--- src/rtl/message_codec_byte_serializer_macros.svh ---
// Assertion macros shared by the serializer RTL.
// Defining NO_ASSERTIONS compiles every use down to nothing.
`ifndef MESSAGE_CODEC_BYTE_SERIALIZER_MACROS_SVH
`define MESSAGE_CODEC_BYTE_SERIALIZER_MACROS_SVH

`ifndef NO_ASSERTIONS
`define MCBS_ASSERT_ALWAYS(label, clk, rst, cond) \
   label: assert property (@(posedge clk) disable iff (rst) (cond)) \
      else $error("serializer: invariant violated");
`define MCBS_ASSERT_SAME(label, clk, rst, ante, cons) \
   label: assert property (@(posedge clk) disable iff (rst) (ante) |-> (cons)) \
      else $error("serializer: same-cycle implication violated");
`define MCBS_ASSERT_NEXT(label, clk, rst, ante, cons) \
   label: assert property (@(posedge clk) disable iff (rst) (ante) |=> (cons)) \
      else $error("serializer: next-cycle implication violated");
`else
`define MCBS_ASSERT_ALWAYS(label, clk, rst, cond)
`define MCBS_ASSERT_SAME(label, clk, rst, ante, cons)
`define MCBS_ASSERT_NEXT(label, clk, rst, ante, cons)
`endif

`endif

--- src/rtl/mcbs_pkg.sv ---
// Types, codes and header builder for the message codec byte serializer.
// No dependencies; used by mcbs_shifter and the top level of the block.
package mcbs_pkg;

   localparam int unsigned CountW = 4;

   localparam logic [2:0] OP_STR_HDR   = 3'd0;
   localparam logic [2:0] OP_STR_BYTE  = 3'd1;
   localparam logic [2:0] OP_LIST_HDR  = 3'd2;
   localparam logic [2:0] OP_FLOAT_ELT = 3'd3;
   localparam logic [2:0] OP_MAP_HDR   = 3'd4;
   localparam logic [2:0] OP_INT32     = 3'd5;

   localparam logic [7:0] TAG_INT32    = 8'd3;
   localparam logic [7:0] TAG_STRING   = 8'd7;
   localparam logic [7:0] TAG_F64_LIST = 8'd11;
   localparam logic [7:0] TAG_MAP      = 8'd13;

   localparam logic [7:0]  SIZE16_MARK  = 8'd254;
   localparam logic [7:0]  SIZE32_MARK  = 8'd255;
   localparam logic [31:0] SIZE16_LIMIT = 32'h0000_ffff;

   localparam logic [CountW-1:0] CNT_BYTE  = CountW'(1);
   localparam logic [CountW-1:0] CNT_INT32 = CountW'(5);
   localparam logic [CountW-1:0] CNT_FLOAT = CountW'(8);

   typedef struct packed {
      logic [63:0]       word;
      logic [CountW-1:0] count;
   } load_type;

   typedef struct packed {
      logic [7:0]        out_byte;
      logic              busy;
      logic              final_byte;
      logic [CountW-1:0] count;
   } shift_status_type;

   function automatic load_type build_header(input logic [7:0] tag, input logic [31:0] len);
      load_type r;
      r.word  = '0;
      r.count = '0;
      if (len < {24'b0, SIZE16_MARK}) begin
         r.word  = {48'b0, len[7:0], tag};
         r.count = CountW'(2);
      end else if (len <= SIZE16_LIMIT) begin
         r.word  = {32'b0, len[15:0], SIZE16_MARK, tag};
         r.count = CountW'(4);
      end else begin
         r.word  = {16'b0, len, SIZE32_MARK, tag};
         r.count = CountW'(6);
      end
      return r;
   endfunction

endpackage

--- src/rtl/mcbs_shifter.sv ---
// Byte-wide shift register that releases one byte of an item per cycle while shift is high.
// Depends on mcbs_pkg for the load and status types.
module mcbs_shifter (
   input  logic                       clock,
   input  logic                       reset,
   input  logic                       load,
   input  mcbs_pkg::load_type         load_item,
   input  logic                       shift,
   output mcbs_pkg::shift_status_type status
);

   logic [63:0]                   data_ff, data_in;
   logic [mcbs_pkg::CountW-1:0]   count_ff, count_in;

   always_comb begin
      data_in  = data_ff;
      count_in = count_ff;
      if (load) begin
         data_in  = load_item.word;
         count_in = load_item.count;
      end else if (shift && count_ff != '0) begin
         data_in  = {8'b0, data_ff[63:8]};
         count_in = count_ff - mcbs_pkg::CountW'(1);
      end
   end

   always_ff @(posedge clock) begin
      data_ff <= data_in;
      if (reset) begin
         count_ff <= '0;
      end else begin
         count_ff <= count_in;
      end
   end

   assign status.out_byte   = data_ff[7:0];
   assign status.busy       = (count_ff != '0);
   assign status.final_byte = (count_ff == mcbs_pkg::CNT_BYTE);
   assign status.count      = count_ff;

endmodule

--- src/rtl/mcbs_align.sv ---
// Byte offset from the start of the message, kept modulo the list alignment.
// No package dependencies.
module mcbs_align #(
   parameter int unsigned LIST_ALIGNMENT = 8
) (
   input  logic clock,
   input  logic reset,
   input  logic clear,
   input  logic step,
   output logic wrap_next
);

   localparam int unsigned OffW = (LIST_ALIGNMENT > 2) ? $clog2(LIST_ALIGNMENT) : 1;
   localparam logic [OffW-1:0] LastOff = OffW'(LIST_ALIGNMENT - 1);

   logic [OffW-1:0] offset_ff, offset_in;

   assign wrap_next = (offset_ff == LastOff);

   always_comb begin
      offset_in = offset_ff;
      if (clear) begin
         offset_in = '0;
      end else if (step) begin
         offset_in = wrap_next ? '0 : offset_ff + OffW'(1);
      end
   end

   always_ff @(posedge clock) begin
      if (reset) begin
         offset_ff <= '0;
      end else begin
         offset_ff <= offset_in;
      end
   end

endmodule

--- src/rtl/message_codec_byte_serializer.sv ---
// Top level of the message codec byte serializer: item decode and byte sequencer.
// Depends on mcbs_pkg, mcbs_shifter, mcbs_align and the assertion macro header.
//
//   channel | direction | ports
//   req     | in        | req_valid, req_ready, req_operation, req_start_of_message,
//           |           | req_length, req_payload
//   rsp     | out       | rsp_valid, rsp_ready, rsp_out_byte, rsp_last
//
// One item at a time: after accept, one byte leaves per cycle while rsp_ready is high.
// An item gives N bytes (1 to 8, list header up to 6 + alignment - 1).
// The byte shift register releases the bytes; the pad phase emits zeros.
// Unknown operations produce no bytes and the block is ready again next cycle.
// A stall on rsp_ready holds the current byte; reset returns to idle, offset zero.
`include "message_codec_byte_serializer_macros.svh"

module message_codec_byte_serializer #(
   parameter int unsigned LIST_ALIGNMENT = 8
) (
   input  logic        clock,
   input  logic        reset,
   input  logic        req_valid,
   output logic        req_ready,
   input  logic [2:0]  req_operation,
   input  logic        req_start_of_message,
   input  logic [31:0] req_length,
   input  logic [63:0] req_payload,
   output logic        rsp_valid,
   input  logic        rsp_ready,
   output logic [7:0]  rsp_out_byte,
   output logic        rsp_last
);

   typedef enum logic [1:0] {
      ST_IDLE,
      ST_SHIFT,
      ST_PAD
   } state_type;

   state_type                  state_ff, state_in;
   logic                       pad_ff, pad_in;
   logic                       req_fire, rsp_fire;
   logic                       wrap_next;
   logic                       pad_more;
   mcbs_pkg::load_type         load_item;
   mcbs_pkg::shift_status_type status;

   assign req_ready = (state_ff == ST_IDLE);
   assign req_fire  = req_valid && req_ready;
   assign rsp_fire  = rsp_valid && rsp_ready;
   assign pad_more  = pad_ff && !wrap_next;

   always_comb begin
      load_item = '0;
      unique case (req_operation)
         mcbs_pkg::OP_STR_HDR: begin
            load_item = mcbs_pkg::build_header(mcbs_pkg::TAG_STRING, req_length);
         end
         mcbs_pkg::OP_STR_BYTE: begin
            load_item.word  = {56'b0, req_payload[7:0]};
            load_item.count = mcbs_pkg::CNT_BYTE;
         end
         mcbs_pkg::OP_LIST_HDR: begin
            load_item = mcbs_pkg::build_header(mcbs_pkg::TAG_F64_LIST, req_length);
         end
         mcbs_pkg::OP_FLOAT_ELT: begin
            load_item.word  = req_payload;
            load_item.count = mcbs_pkg::CNT_FLOAT;
         end
         mcbs_pkg::OP_MAP_HDR: begin
            load_item = mcbs_pkg::build_header(mcbs_pkg::TAG_MAP, req_length);
         end
         mcbs_pkg::OP_INT32: begin
            load_item.word  = {24'b0, req_payload[31:0], mcbs_pkg::TAG_INT32};
            load_item.count = mcbs_pkg::CNT_INT32;
         end
         default: begin
            load_item = '0;
         end
      endcase
   end

   always_comb begin
      rsp_valid    = 1'b0;
      rsp_out_byte = 8'd0;
      rsp_last     = 1'b0;
      unique case (state_ff)
         ST_SHIFT: begin
            rsp_valid    = 1'b1;
            rsp_out_byte = status.out_byte;
            rsp_last     = status.final_byte && !pad_more;
         end
         ST_PAD: begin
            rsp_valid    = 1'b1;
            rsp_out_byte = 8'd0;
            rsp_last     = wrap_next;
         end
         default: begin
            rsp_valid = 1'b0;
         end
      endcase
   end

   always_comb begin
      state_in = state_ff;
      pad_in   = pad_ff;
      unique case (state_ff)
         ST_IDLE: begin
            if (req_fire) begin
               pad_in = (req_operation == mcbs_pkg::OP_LIST_HDR) && (req_length != 32'd0);
               if (load_item.count != '0) begin
                  state_in = ST_SHIFT;
               end
            end
         end
         ST_SHIFT: begin
            if (rsp_fire && status.final_byte) begin
               state_in = pad_more ? ST_PAD : ST_IDLE;
            end
         end
         ST_PAD: begin
            if (rsp_fire && wrap_next) begin
               state_in = ST_IDLE;
            end
         end
         default: begin
            state_in = ST_IDLE;
         end
      endcase
   end

   always_ff @(posedge clock) begin
      if (reset) begin
         state_ff <= ST_IDLE;
         pad_ff   <= 1'b0;
      end else begin
         state_ff <= state_in;
         pad_ff   <= pad_in;
      end
   end

   mcbs_shifter u_shifter (
      .clock     (clock),
      .reset     (reset),
      .load      (req_fire),
      .load_item (load_item),
      .shift     (rsp_fire && state_ff == ST_SHIFT),
      .status    (status)
   );

   mcbs_align #(
      .LIST_ALIGNMENT (LIST_ALIGNMENT)
   ) u_align (
      .clock     (clock),
      .reset     (reset),
      .clear     (req_fire && req_start_of_message),
      .step      (rsp_fire),
      .wrap_next (wrap_next)
   );

   `MCBS_ASSERT_ALWAYS(a_no_overlap, clock, reset, !(req_ready && rsp_valid))
   `MCBS_ASSERT_SAME(a_pad_after_shift, clock, reset, state_ff == ST_PAD, !status.busy)
   `MCBS_ASSERT_SAME(a_shift_has_bytes, clock, reset, state_ff == ST_SHIFT, status.busy)
   `MCBS_ASSERT_NEXT(a_ready_after_last, clock, reset, rsp_fire && rsp_last, req_ready)
   `MCBS_ASSERT_NEXT(a_float_loads_eight, clock, reset,
      req_fire && req_operation == mcbs_pkg::OP_FLOAT_ELT,
      status.count == mcbs_pkg::CNT_FLOAT)

endmodule
--- config.mk ---
export PLATFORM = sky130hd
export DESIGN_NAME = message_codec_byte_serializer
export DESIGN_NICKNAME = d
export VERILOG_FILES = /design/src/rtl/mcbs_pkg.sv /design/src/rtl/mcbs_shifter.sv /design/src/rtl/mcbs_align.sv /design/src/rtl/message_codec_byte_serializer.sv
export VERILOG_INCLUDE_DIRS = /design/src /design/src/rtl
export SDC_FILE = /design/constraint.sdc
export NUM_CORES = 1
export LEC_CHECK = 0
export BUFFER_PORTS_ARGS = -buffer_cell sky130_fd_sc_hd__buf_2
export CAP_MARGIN = 10
export CORE_MARGIN = 2
export CORE_UTILIZATION = 29
export CTS_BUF_LIST = sky130_fd_sc_hd__clkbuf_4 sky130_fd_sc_hd__clkbuf_8
export DETAILED_ROUTE_END_ITERATION = 10
export SETUP_SLACK_MARGIN = 0.2
export SKIP_LAST_GASP = 1
export SLEW_MARGIN = 20
export SYNTH_ARGS = -nofsm -noshare
export SYNTH_HDL_FRONTEND = slang
export SYNTH_SLANG_ARGS = --single-unit
--- constraint.sdc ---
create_clock -name clock -period 2.2 [get_ports clock]
set_input_delay 0 -clock clock [delete_from_list [all_inputs] [get_ports clock]]
set_output_delay 0 -clock clock [all_outputs]
set_load 0.01 [all_outputs]
==> metrics.csv, run 1 <==
metric,value,unit
pin count of the biggest net entering global routing,62,
setup TNS,0,ns
Post-Syn Nets,536,
Chip Width,126,µm
share of post-route cells with drive strength above 1,29.9,%
met2 Usage GRT,28.3,%
Synth Register Bits,74,
reg2reg path depth,7,
"Seq/Total Area, Yosys",49.2,%
Critical Path AT,1.98,ns
Synth Instances,425,
total global routing overflow,0,
dominant cells by area after synthesis,"edfxtp_1 (45%), a221oi_1 (5.1%), dfxtp_1 (4.6%)",
Max Slew Vio Count,0,
Final period util,84.9,%
Tot Pwr,0.00363,W
core area,14500,µm²
area grow syn2layout,33.2,%
worst-margin pin slew,0.782,ns
CTS buffer count,9,
vias in the first global route,4056,
Worst R2R End,u_shifter.data_ff[8],
first-pass GRT wire length,20800,µm
"Hold Vio Cnt, Final",0,
Final min period,1.87,ns
Worst path depth,7,
asr flop ratio synth,0,%
fin nets,683,
initial core utilization,29.7,%
RSZ-0062 raised after global routing,no,
postcts setup bufs,0,
final WL,13500,µm
Post-synth EDFFs,64,
worst slack at placement,0.141,ns
"critical path fanouts, max",61,
crit-path cells,inv_1 -> ha_2 -> nand2_2 -> buf_12 -> a21oi_1 -> and2_4 -> a221o_1,
fill count,1448,
met1 usage in global routing,21.2,%
synthesized area per cell,10.2,µm²
Clock Skews,0.00604,ns
Max-slew headroom,47.9,%
Clock Path Buffers,2,
"Req. time, crit path",2.32,ns
Max Fclk,535,MHz
antenna violations before repair,0,
"area leader, netlist",edfxtp_1,
crit path launch,state_ff[0],
clk_lat worst skew,0.36,ns
post-synth top area share,44.5,%
max-cap violation count,0,
Synth Cell Area,4310,µm²
vias per inst,5.35,
CTS H-tree lvls,3,
Finished Cell Area,5750,µm²
Top Usage Layer GRT,met2,
worst hold path type,in2reg,
DRT iter0 DRCs,443,
WS Path Type,reg2reg,
peak supply drop,0.312,mV
Total GRT Usage,16.6,%
crit-path max cell delay,0.37,ns
Leakage,2.28,nW
Syn. warnings,0,
WL/cell,17.8,µm
1st-pass router iterations,5,
routed via count,4059,
setup ws final,0.332,ns
Cell Rows,44,
post-place instance area,5160,µm²
PortBufs,114,
CTS tree,built,
Root Driver,clkbuf_8,
PD cells,632,nW/µm²
Sink Count,74,
outcome,finished clean,
WHS,0.0261,ns
met3 Resource Use GR,4.29,%
Post-DP HPWL,9750,µm
RR Startpoint,state_ff[0],
Die Footprint,15900,µm²
Crit-path slowest cell,dfxtp_1,
DR DRC count,0,
GPL Wtd Cong,0.871,
Top Ports,115,
# diodes,0,
Final setup viols,0,
R2R setup slack,0.33,ns
Bufs and invs on worst path,2,
Detail Route Antenna Nets,0,
clock slew seen by the registers of the worst setup and hold paths,0.07,ns
crit start category,flop,
Top delay family on crit path,flip-flops,
Critical Path Sink,u_shifter.data_ff[8],
post-synthesis cell type count,53,
critical path capture point type,flop,
Synth Flop Type,edfxtp_1,
height of the die,126,µm
-- flip-flops by register name (all words and copies together), names as in the netlist --
signal              count
u_align.offset_ff       3
u_shifter.count_ff      4
state_ff                2
pad_ff                  1
u_shifter.data_ff      64
-- metrics by stage --
| step | utilization, % | cells |
|---|---|---|
| after global placement | 35.5 | 707 |
| after global routing | 39.5 | 759 |
| after floorplan | - | 425 |
| after CTS | 39.4 | 759 |
| after detailed placement | 35.5 | 707 |
| final | 39.5 | 759 |
-- per-layer routing --
metal,vias up,share of wire (%),wire length (µm)
met3,17,7.0,943
li1,1947,-,-
met2,187,48,6550
met4,0,1.5,206
met5,-,0,0
met1,1908,43,5810
-- what timing repair did --
| item | in CTS | in global routing |
|---|---|---|
| endpoints found under the hold margin | 40 | 0 |
| endpoints found under the setup margin | 10 | 5 |
| resized for setup | 2 | 2 |
| hold buffers | 38 | 0 |
-- logic make-up (layout without fill, tap and decap cells) --
logic type | count (synthesis) | after routing | share of synthesized area, %
buf+inv | 44 | 194 | 4.21
simple gates | 122 | 122 | 15.6
mux | 1 | 1 | 0.232
fa+ha+maj | 7 | 7 | 2.03
xor+xnor | 4 | 4 | 0.812
flops | 74 | 74 | 49.2
compound gates | 173 | 173 | 27.9
-- power breakdown --
| part | total, W | internal (W) | switching (W) |
|---|---|---|---|
| clock network | 0.00102 | 0.000518 | 0.000501 |
| registers | 0.00179 | 0.00174 | 0.0000456 |
| logic | 0.000823 | 0.000363 | 0.000460 |
| total | 0.00363 | 0.00263 | 0.00101 |
-- worst min path at each step --
stage | slack (ns) | endpoint | startpoint | cells past startpoint
after floorplan | 0.16 | u_align.offset_ff[2] | rsp_ready | 2
after global placement | 0.28 | u_shifter.data_ff[63] | req_payload[63] | 2
after detailed placement | 0.28 | u_shifter.data_ff[56] | req_payload[56] | 2
after CTS | 0.0003 | u_shifter.data_ff[26] | req_length[10] | 3
after global routing | 0.004 | u_shifter.data_ff[46] | req_payload[46] | 3
final | 0.03 | u_shifter.data_ff[43] | req_payload[43] | 3
-- cell usage after synthesis, drive strengths merged, types with 4 or more instances --
library cell / number
and2: 18
a21oi: 34
o21ai: 38
clkbuf: 26
nand3: 13
nor2: 10
edfxtp: 64
nand2: 51
a21o: 11
o22a: 7
a31oi: 23
a22o: 14
buf: 9
nand4: 4
ha: 7
a221oi: 25
o211ai: 8
nor4: 8
nor2b: 7
inv: 9
dfxtp: 10
-- cell usage in the layout, fill, tap and decap left out, types with 2 or more instances in the layout --
cell type and instances:
a211oi_1 2, a21o_1 3, a21o_2 8, a21oi_1 33, a221oi_1 25, a22o_1 14, a311oi_1 2, a31oi_1 23
and2_1 17, buf_12 3, buf_2 114, buf_4 16, clkbuf_8 9, clkinv_2 3, dfxtp_1 10, dlygate4sd3_1 38
edfxtp_1 64, ha_1 6, inv_1 9, nand2_1 50, nand2b_1 2, nand3_1 13, nand4_1 3, nor2_1 9
nor2b_1 7, nor3b_1 2, nor4_1 4, nor4_4 4, o211ai_1 7, o21ai_0 37, o22a_1 7, xnor2_1 3
-- worst reg2reg max path: cells and delay by family, from the launching register on --
family                   cells  cell delay [ns]
adder cells (fa/ha/maj)      1             0.21
AND/OR/NAND/NOR              2             0.33
flip-flops                   1             0.37
buffers and inverters        2             0.35
AO/OA/AOI/OAI                2             0.36
-- layout make-up --
cell class              instances  area, µm²  share of cell area [%]
inverters                       9       33.8                   0.588
clock inverters                 4       45.0                   0.784
multi-input cells             307       2050                    35.7
clock buffers                  10        131                    2.29
repair buffers                171       1130                    19.7
well taps                     184        230                    4.01
flip-flops and latches         74       2120                    36.9
(Power assumes the default switching activity.)
==> run 2: changes to the inputs <==
--- a/config.mk
+++ b/config.mk
@@ -6,6 +6,7 @@
 export SDC_FILE = /design/constraint.sdc
 export NUM_CORES = 1
 export LEC_CHECK = 0
+export ABC_AREA = 1
 export BUFFER_PORTS_ARGS = -buffer_cell sky130_fd_sc_hd__buf_2
 export CAP_MARGIN = 10
 export CORE_MARGIN = 2
==> constraint.sdc (replaced) <==
create_clock -name clock -period 1.9 [get_ports clock]
set_input_delay 0 -clock clock [delete_from_list [all_inputs] [get_ports clock]]
set_output_delay 0 -clock clock [all_outputs]
set_load 0.01 [all_outputs]
==> run 2 against run 1 <==
Compared with the run above:
- via count increased by 3.5%
- die area increased by 4.5%
- total power rose by 75%
- synthesized cell count rose by 32%
- critical path type is now reg2out
- area after synthesis up 4.6%
- non-clock buffer count fell by 19
- clock-buffer cell count is 1 lower
- clock power grew 16%
- setup slack worse by 0.036 ns
==> metrics.csv, run 2 <==
metric,value,unit,change
outcome,finished clean,,unchanged
WHS,0.0252,ns,was 0.0261 ns
Synth Flop Type,edfxtp_1,,unchanged
Root Driver,clkbuf_8,,unchanged
crit start category,flop,,unchanged
Critical Path AT,1.60,ns,was 1.98 ns
"area leader, netlist",edfxtp_1,,unchanged
Max Slew Vio Count,0,,unchanged
Post-Syn Nets,672,,was 536
worst-margin pin slew,0.425,ns,was 0.782 ns
Synth Area in XOR/XNOR,0.388,%,was 0.812%
CTS H-tree lvls,3,,unchanged
Leakage,2.86,nW,was 2.28 nW
"commonest non-fill, non-tap cells in the layout","nand2_1 (185), buf_2 (114), inv_1 (74)",,"was buf_2 (114), edfxtp_1 (64), nand2_1 (50)"
post-synthesis cell type count,33,,was 53
Layout Utilization,38.5,%,was 39.5%
worst hold path type,in2reg,,unchanged
DR DRC count,0,,unchanged
initial core utilization,29.7,%,about the same
CTS tree,built,,unchanged
Max-slew headroom,71.7,%,was 47.9%
Chip Width,129,µm,was 126 µm
share of post-route cells with drive strength above 1,26.0,%,was 29.9%
setup TNS,0,ns,unchanged
RSZ-0062 raised after global routing,yes,,was no
asr flop ratio synth,0,%,unchanged
dominant cells by area after synthesis,"edfxtp_1 (43%), nand2_1 (16%), inv_1 (6.2%)",,"was edfxtp_1 (45%), a221oi_1 (5.1%), dfxtp_1 (4.6%)"
"top cells by count, synth","nand2_1 (189), inv_1 (75), edfxtp_1 (64), nand3_1 (35), nor2_1 (32)",,"was edfxtp_1 (64), nand2_1 (51), o21ai_0 (37), a21oi_1 (33), clkbuf_1 (26)"
crit-path max cell delay,0.34,ns,was 0.37 ns
post-synth top area share,42.6,%,was 44.5%
max-cap violation count,0,,unchanged
main combinational cell family by area after synthesis,simple AND/OR/NAND/NOR gates,,was compound AO/OA/AOI/OAI gates
reg2reg path depth,6,,was 7
critical path capture point type,primary output,,was flop
Top Ports,115,,unchanged
clk_lat worst skew,0.36,ns,about the same
area grow syn2layout,29.6,%,was 33.2%
post-synthesis mux area share,0,%,was 0.232%
first-pass GRT wire length,20800,µm,unchanged
routed via count,4201,,was 4059
Synth Instances,561,,was 425
post-place instance area,5340,µm²,was 5160 µm²
Final period util,84.4,%,
GPL Wtd Cong,0.822,,was 0.871
Final min period,1.60,ns,
Die Footprint,16600,µm²,was 15900 µm²
Post-synth EDFFs,64,,unchanged
"critical path fanouts, max",3,,was 61
Post-DP HPWL,9660,µm,was 9750 µm
height of the die,129,µm,was 126 µm
"Seq/Total Area, Yosys",47.0,%,was 49.2%
Sink Count,74,,unchanged
Synth Register Bits,74,,unchanged
Detail Route Antenna Nets,0,,unchanged
core area,15200,µm²,was 14500 µm²
Finished Cell Area,5850,µm²,was 5750 µm²
Hold Crit Depth,3,,unchanged
"Req. time, crit path",1.90,ns,was 2.32 ns
Synth Cell Area,4510,µm²,was 4310 µm²
Biggest register,u_shifter.data_ff,,unchanged
fin nets,811,,was 683
crit-path cells,ha_1 -> ha_2 -> inv_2 -> nand2_1 -> nand2_1 -> nor2_1 -> a21oi_1 -> nor2_1 -> buf_2,,was inv_1 -> ha_2 -> nand2_2 -> buf_12 -> a21oi_1 -> and2_4 -> a221o_1
1st-pass router iterations,5,,unchanged
Clock Path Buffers,2,,unchanged
simple-gate share of the synthesized area,25.2,%,was 15.6%
Cell Rows,45,,was 44
biggest regs,"u_shifter.data_ff: 64 flops, u_shifter.count_ff: 4 flops, u_align.offset_ff: 3 flops",,unchanged
CTS buffer count,9,,unchanged
max reg flops,64,,unchanged
# diodes,0,,unchanged
total global routing overflow,0,,unchanged
Crit-path slowest cell,dfxtp_2,,was dfxtp_1
synthesized area per cell,8.05,µm²,was 10.2 µm²
peak supply drop,0.353,mV,was 0.312 mV
PortBufs,114,,unchanged
DRT iter0 DRCs,427,,was 443
WL/cell,15.0,µm,was 17.8 µm
Total GRT Usage,16.4,%,was 16.6%
Final setup viols,0,,unchanged
vias per inst,4.70,,was 5.35
Clock Skews,0.00811,ns,was 0.00604 ns
antenna violations before repair,0,,unchanged
Syn. warnings,0,,unchanged
final WL,13400,µm,was 13500 µm
Synth Area in Adders,1.94,%,was 2.03%
complex-gate fraction of the synthesized area,15.0,%,was 27.9%
"Hold Vio Cnt, Final",0,,unchanged
WS Path Type,reg2out,,was reg2reg
PD cells,1090,nW/µm²,was 632 nW/µm²
clock slew seen by the registers of the worst setup and hold paths,0.08,ns,was 0.07 ns
Max Fclk,623,MHz,
pin count of the biggest net entering global routing,41,,was 62
"most common cell after layout, fill and taps aside",nand2_1,,was buf_2
vias in the first global route,4014,,was 4056
"count leader, synth",nand2_1,,was edfxtp_1
==> run 2: cell count changes after synthesis, moves of 20 or more <==
cell	previous run	this run
a31oi_1	23	3
nand2_1	51	189
o22ai_1	0	22
nor2_1	10	32
a221oi_1	25	0
clkbuf_1	26	6
nand3_1	13	35
inv_1	9	75
==> run 2: power breakdown <==
group / switching [W] / internal, W
sequential: 0.000164 / 0.00261
clock: 0.000585 / 0.000591
combinational: 0.00146 / 0.000935
==> run 2: cell type report <==
type	count	area [µm²]
Fill cell	1603	9350
Sequential cell	74	2120
Multi-Input combinational cell	384	1990
Timing Repair Buffer	152	1010
Inverter	79	304
Tap cell	188	235
Clock buffer	9	124
Clock inverter	7	60.1
==> run 2: what timing repair did <==
action,in CTS,in global routing
pin swaps,1,2
endpoints found under the hold margin,24,0
setup endpoints to repair,48,106
cloned,1,1
setup buffers,0,4
resized for setup,1,20
hold buffers,21,0
==> run 2: final timing paths <==
kind	end	start	slack, ns
max	rsp_last	u_align.offset_ff[0]	0.30
min	u_shifter.data_ff[4]	req_payload[4]	0.03
max reg2reg	u_shifter.data_ff[49]	u_shifter.count_ff[0]	0.32
min reg2reg	u_align.offset_ff[1]	u_align.offset_ff[1]	0.47
==> run 2: worst max-delay path, delay by kind of cell (launching register included) <==
kind,cells,cell delay (ns)
adders and majority gates,2,0.39
DFF,1,0.34
and+or+nand+nor,4,0.20
buffers and inverters,2,0.19
AOI/OAI and AO/OA,1,0.12
==> run 2: per-layer routing <==
| metal | global-route usage, % | vias to the layer above | part of all wire, % |
|---|---|---|---|
| li1 | - | 2119 | - |
| met1 | 23.4 | 1875 | 47 |
| met2 | 25.4 | 197 | 44 |
| met3 | 4.66 | 10 | 8.0 |
| met4 | 2.56 | 0 | 0.90 |
| met5 | 0 | - | 0 |
==> run 2: cell families after synthesis <==
kind of cell	Yosys count
DFF	74
xor gates and xnor gates	2
and+or+nand+nor	271
AOI/OAI and AO/OA	103
adders and majority gates	7
buffers and inverters	104
==> run 2: through the flow <==
| stage | setup WS, ns | total power, W | instances |
|---|---|---|---|
| after CTS | 0.147 | 0.00622 | 888 |
| after global placement | 0.179 | 0.00496 | 850 |
| final | 0.296 | 0.00635 | 893 |
| after detailed placement | 0.144 | 0.00498 | 850 |
| after floorplan | 0.246 | 0.00418 | 561 |
| after global routing | 0.183 | 0.00678 | 893 |
==> run 3: changes to the inputs <==
==> constraint.sdc (replaced) <==
create_clock -name clock -period 1.7 [get_ports clock]
set_input_delay 0 -clock clock [delete_from_list [all_inputs] [get_ports clock]]
set_output_delay 0 -clock clock [all_outputs]
set_load 0.01 [all_outputs]
==> run 3 against run 2 <==
Compared with the run above:
- largest power group is now combinational logic
- via count grew 1.5%
- clock power is 17% higher
- register-to-register slack worse by 0.07 ns
- the flow now finishes with violations (negative hold slack)
==> metrics.csv, run 3 (same netlist as run 2, synthesis figures left out) <==
metric,value,unit,change
Hold Path End,u_shifter.data_ff[7],,was u_shifter.data_ff[4]
crit start category,flop,,unchanged
DR DRC count,0,,unchanged
vias in the first global route,4105,,was 4014
Max-slew headroom,75.5,%,was 71.7%
R2R setup slack,0.25,ns,was 0.32 ns
combinational share of power,41.2,%,was 37.7%
CTS H-tree lvls,3,,unchanged
worst-margin pin slew,0.364,ns,was 0.425 ns
DRT iter0 DRCs,305,,was 427
CTS buffer count,9,,unchanged
Leakage,2.95,nW,was 2.86 nW
Top Ports,115,,unchanged
Worst R2R End,u_shifter.data_ff[48],,was u_shifter.data_ff[49]
Max Slew Vio Count,0,,unchanged
Net Sw Power,0.00267,W,was 0.00221 W
height of the die,129,µm,unchanged
setup TNS,0,ns,unchanged
Net Sw Frac,34.9,%,was 34.8%
Final min period,1.49,ns,
peak supply drop,0.426,mV,was 0.353 mV
"commonest non-fill, non-tap cells in the layout","nand2_1 (184), buf_2 (114), inv_1 (70)",,"was nand2_1 (185), buf_2 (114), inv_1 (74)"
PD cells,1260,nW/µm²,was 1090 nW/µm²
routed via count,4262,,was 4201
Biggest register,u_shifter.data_ff,,unchanged
reg2reg path depth,8,,was 6
critical path capture point type,primary output,,unchanged
violated checks,negative hold slack,,
share of post-route cells with drive strength above 1,29.2,%,was 26.0%
Final setup viols,0,,unchanged
Reg power frac,40.8,%,was 43.7%
"most common cell after layout, fill and taps aside",nand2_1,,unchanged
WHS,-0.00128,ns,was 0.0252 ns
Hold Crit Depth,3,,unchanged
CTS tree,built,,unchanged
crit-path max cell delay,0.34,ns,about the same
clock slew seen by the registers of the worst setup and hold paths,0.09,ns,was 0.08 ns
Post-DP HPWL,9630,µm,was 9660 µm
"Hold Vio Cnt, Final",1,,was 0
hold path start,req_payload[7],,was req_payload[4]
first-pass GRT wire length,21400,µm,was 20800 µm
Detail Route Antenna Nets,0,,unchanged
fill count,1558,,was 1603
biggest regs,"u_shifter.data_ff: 64 flops, u_shifter.count_ff: 4 flops, u_align.offset_ff: 3 flops",,unchanged
pin count of the biggest net entering global routing,52,,was 41
1st-pass router iterations,5,,unchanged
Cell Rows,45,,unchanged
RSZ-0062 raised after global routing,yes,,unchanged
Clock Path Buffers,2,,unchanged
Chip Width,129,µm,unchanged
GPL Wtd Cong,0.826,,was 0.822
initial core utilization,29.7,%,unchanged
max reg flops,64,,unchanged
fin nets,822,,was 811
outcome,finished with violations,,was finished clean
clk_lat worst skew,0.36,ns,about the same
worst hold path type,in2reg,,unchanged
vias per inst,4.71,,was 4.70
antenna violations before repair,0,,unchanged
# diodes,0,,unchanged
WS Path Type,reg2out,,unchanged
Crit-path slowest cell,dfxtp_2,,unchanged
Die Footprint,16600,µm²,unchanged
total global routing overflow,0,,unchanged
final WL,13900,µm,was 13400 µm
Pint,0.00500,W,was 0.00414 W
Critical Path AT,1.49,ns,was 1.60 ns
Root Driver,clkbuf_8,,unchanged
area grow syn2layout,35.1,%,was 29.6%
Clock Skews,0.0119,ns,was 0.00811 ns
WL/cell,15.3,µm,was 15.0 µm
Total GRT Usage,16.9,%,was 16.4%
"critical path fanouts, max",2,,was 3
PortBufs,114,,unchanged
"Req. time, crit path",1.70,ns,was 1.90 ns
Final period util,87.9,%,
Max Fclk,669,MHz,
clock power share,18.0,%,was 18.5%
crit-path cells,ha_4 -> ha_4 -> inv_2 -> nand2_2 -> nand2_1 -> nor2_1 -> a21oi_1 -> nor2_1 -> buf_2,,was ha_1 -> ha_2 -> inv_2 -> nand2_1 -> nand2_1 -> nor2_1 -> a21oi_1 -> nor2_1 -> buf_2
placed cells,850,,unchanged
post-route non-filler standard cell count,904,,was 893
RR Startpoint,state_ff[0],,was u_shifter.count_ff[0]
core area,15200,µm²,unchanged
Sink Count,74,,unchanged
max-cap violation count,0,,unchanged
run 3: cell count changes in the layout (fill, tap and decap cells not counted), sizes merged:
cell         before  now
buf             130  138
bufbuf            0    1
clkbuf           10   12
clkinv            6    4
clkinvlp          0    2
dlygate4sd3      21   20
nand2           197  198
run 3: how the worst max path moves through the flow:
stage                                from                    end  slack, ns  depth (start not counted)
floorplan           u_shifter.count_ff[0]  u_shifter.count_ff[1]       0.21                          8
global placement              state_ff[0]  u_shifter.count_ff[1]       0.12                         10
detailed placement            state_ff[0]  u_shifter.count_ff[1]       0.08                         10
CTS                  u_align.offset_ff[1]               rsp_last       0.19                          9
global route         u_align.offset_ff[1]               rsp_last       0.09                          9
finish               u_align.offset_ff[1]               rsp_last       0.21                          9
run 3: repair_timing:
action	CTS	global route
hold buffers	20	0
gates cloned	2	4
setup endpoints to repair	84	89
endpoints found under the hold margin	23	0
setup buffers	6	6
pin swaps	3	3
gates resized for setup	26	13
run 3: final cells by class:
class	instances	area, µm²	share of cell area, %
tap	188	235	3.86
clock inverter	7	67.6	1.11
clock buffer	9	124	2.03
sequential	74	2130	34.9
inverter	79	308	5.05
multi-input combinational	385	2070	34.0
timing repair buffer	162	1160	19.0
run 3: worst max-delay path, delay by kind of cell (launching register included):
family,cells,cell delay (ns)
buf+inv,2,0.18
compound gates,1,0.11
flops,1,0.34
fa+ha+maj,2,0.31
simple gates,4,0.19
run 3: layer usage:
metal	vias to the layer above	routed length (µm)	global-route usage, %
met5	-	0	0
met4	0	114	3.26
met3	10	923	3.37
met2	174	6320	27.9
met1	1928	6490	23.1
li1	2150	-	-
run 3: per-stage QoR:
step           hold slack [ns]  util [%]  total power, W  setup slack [ns]  area [µm²]
4_1_cts                0.00375      39.1         0.00737             0.189        5940
3_5_place_dp             0.211      35.3         0.00564            0.0778        5360
5_1_grt                 0.0280      40.1         0.00819            0.0929        6100
6_report              -0.00128      40.1         0.00767             0.205        6100
2_1_floorplan           0.0694         -         0.00470             0.206        4550
3_3_place_gp             0.212      35.3         0.00560             0.116        5360
run 3: power groups by stage:
stage	sequential, W	clock (W)	combinational (W)
after floorplan	0.00309	0	0.00161
final	0.00313	0.00138	0.00316
after global routing	0.00319	0.00148	0.00353
after detailed placement	0.00315	0	0.00250
after CTS	0.00312	0.00140	0.00284
after global placement	0.00313	0	0.00247
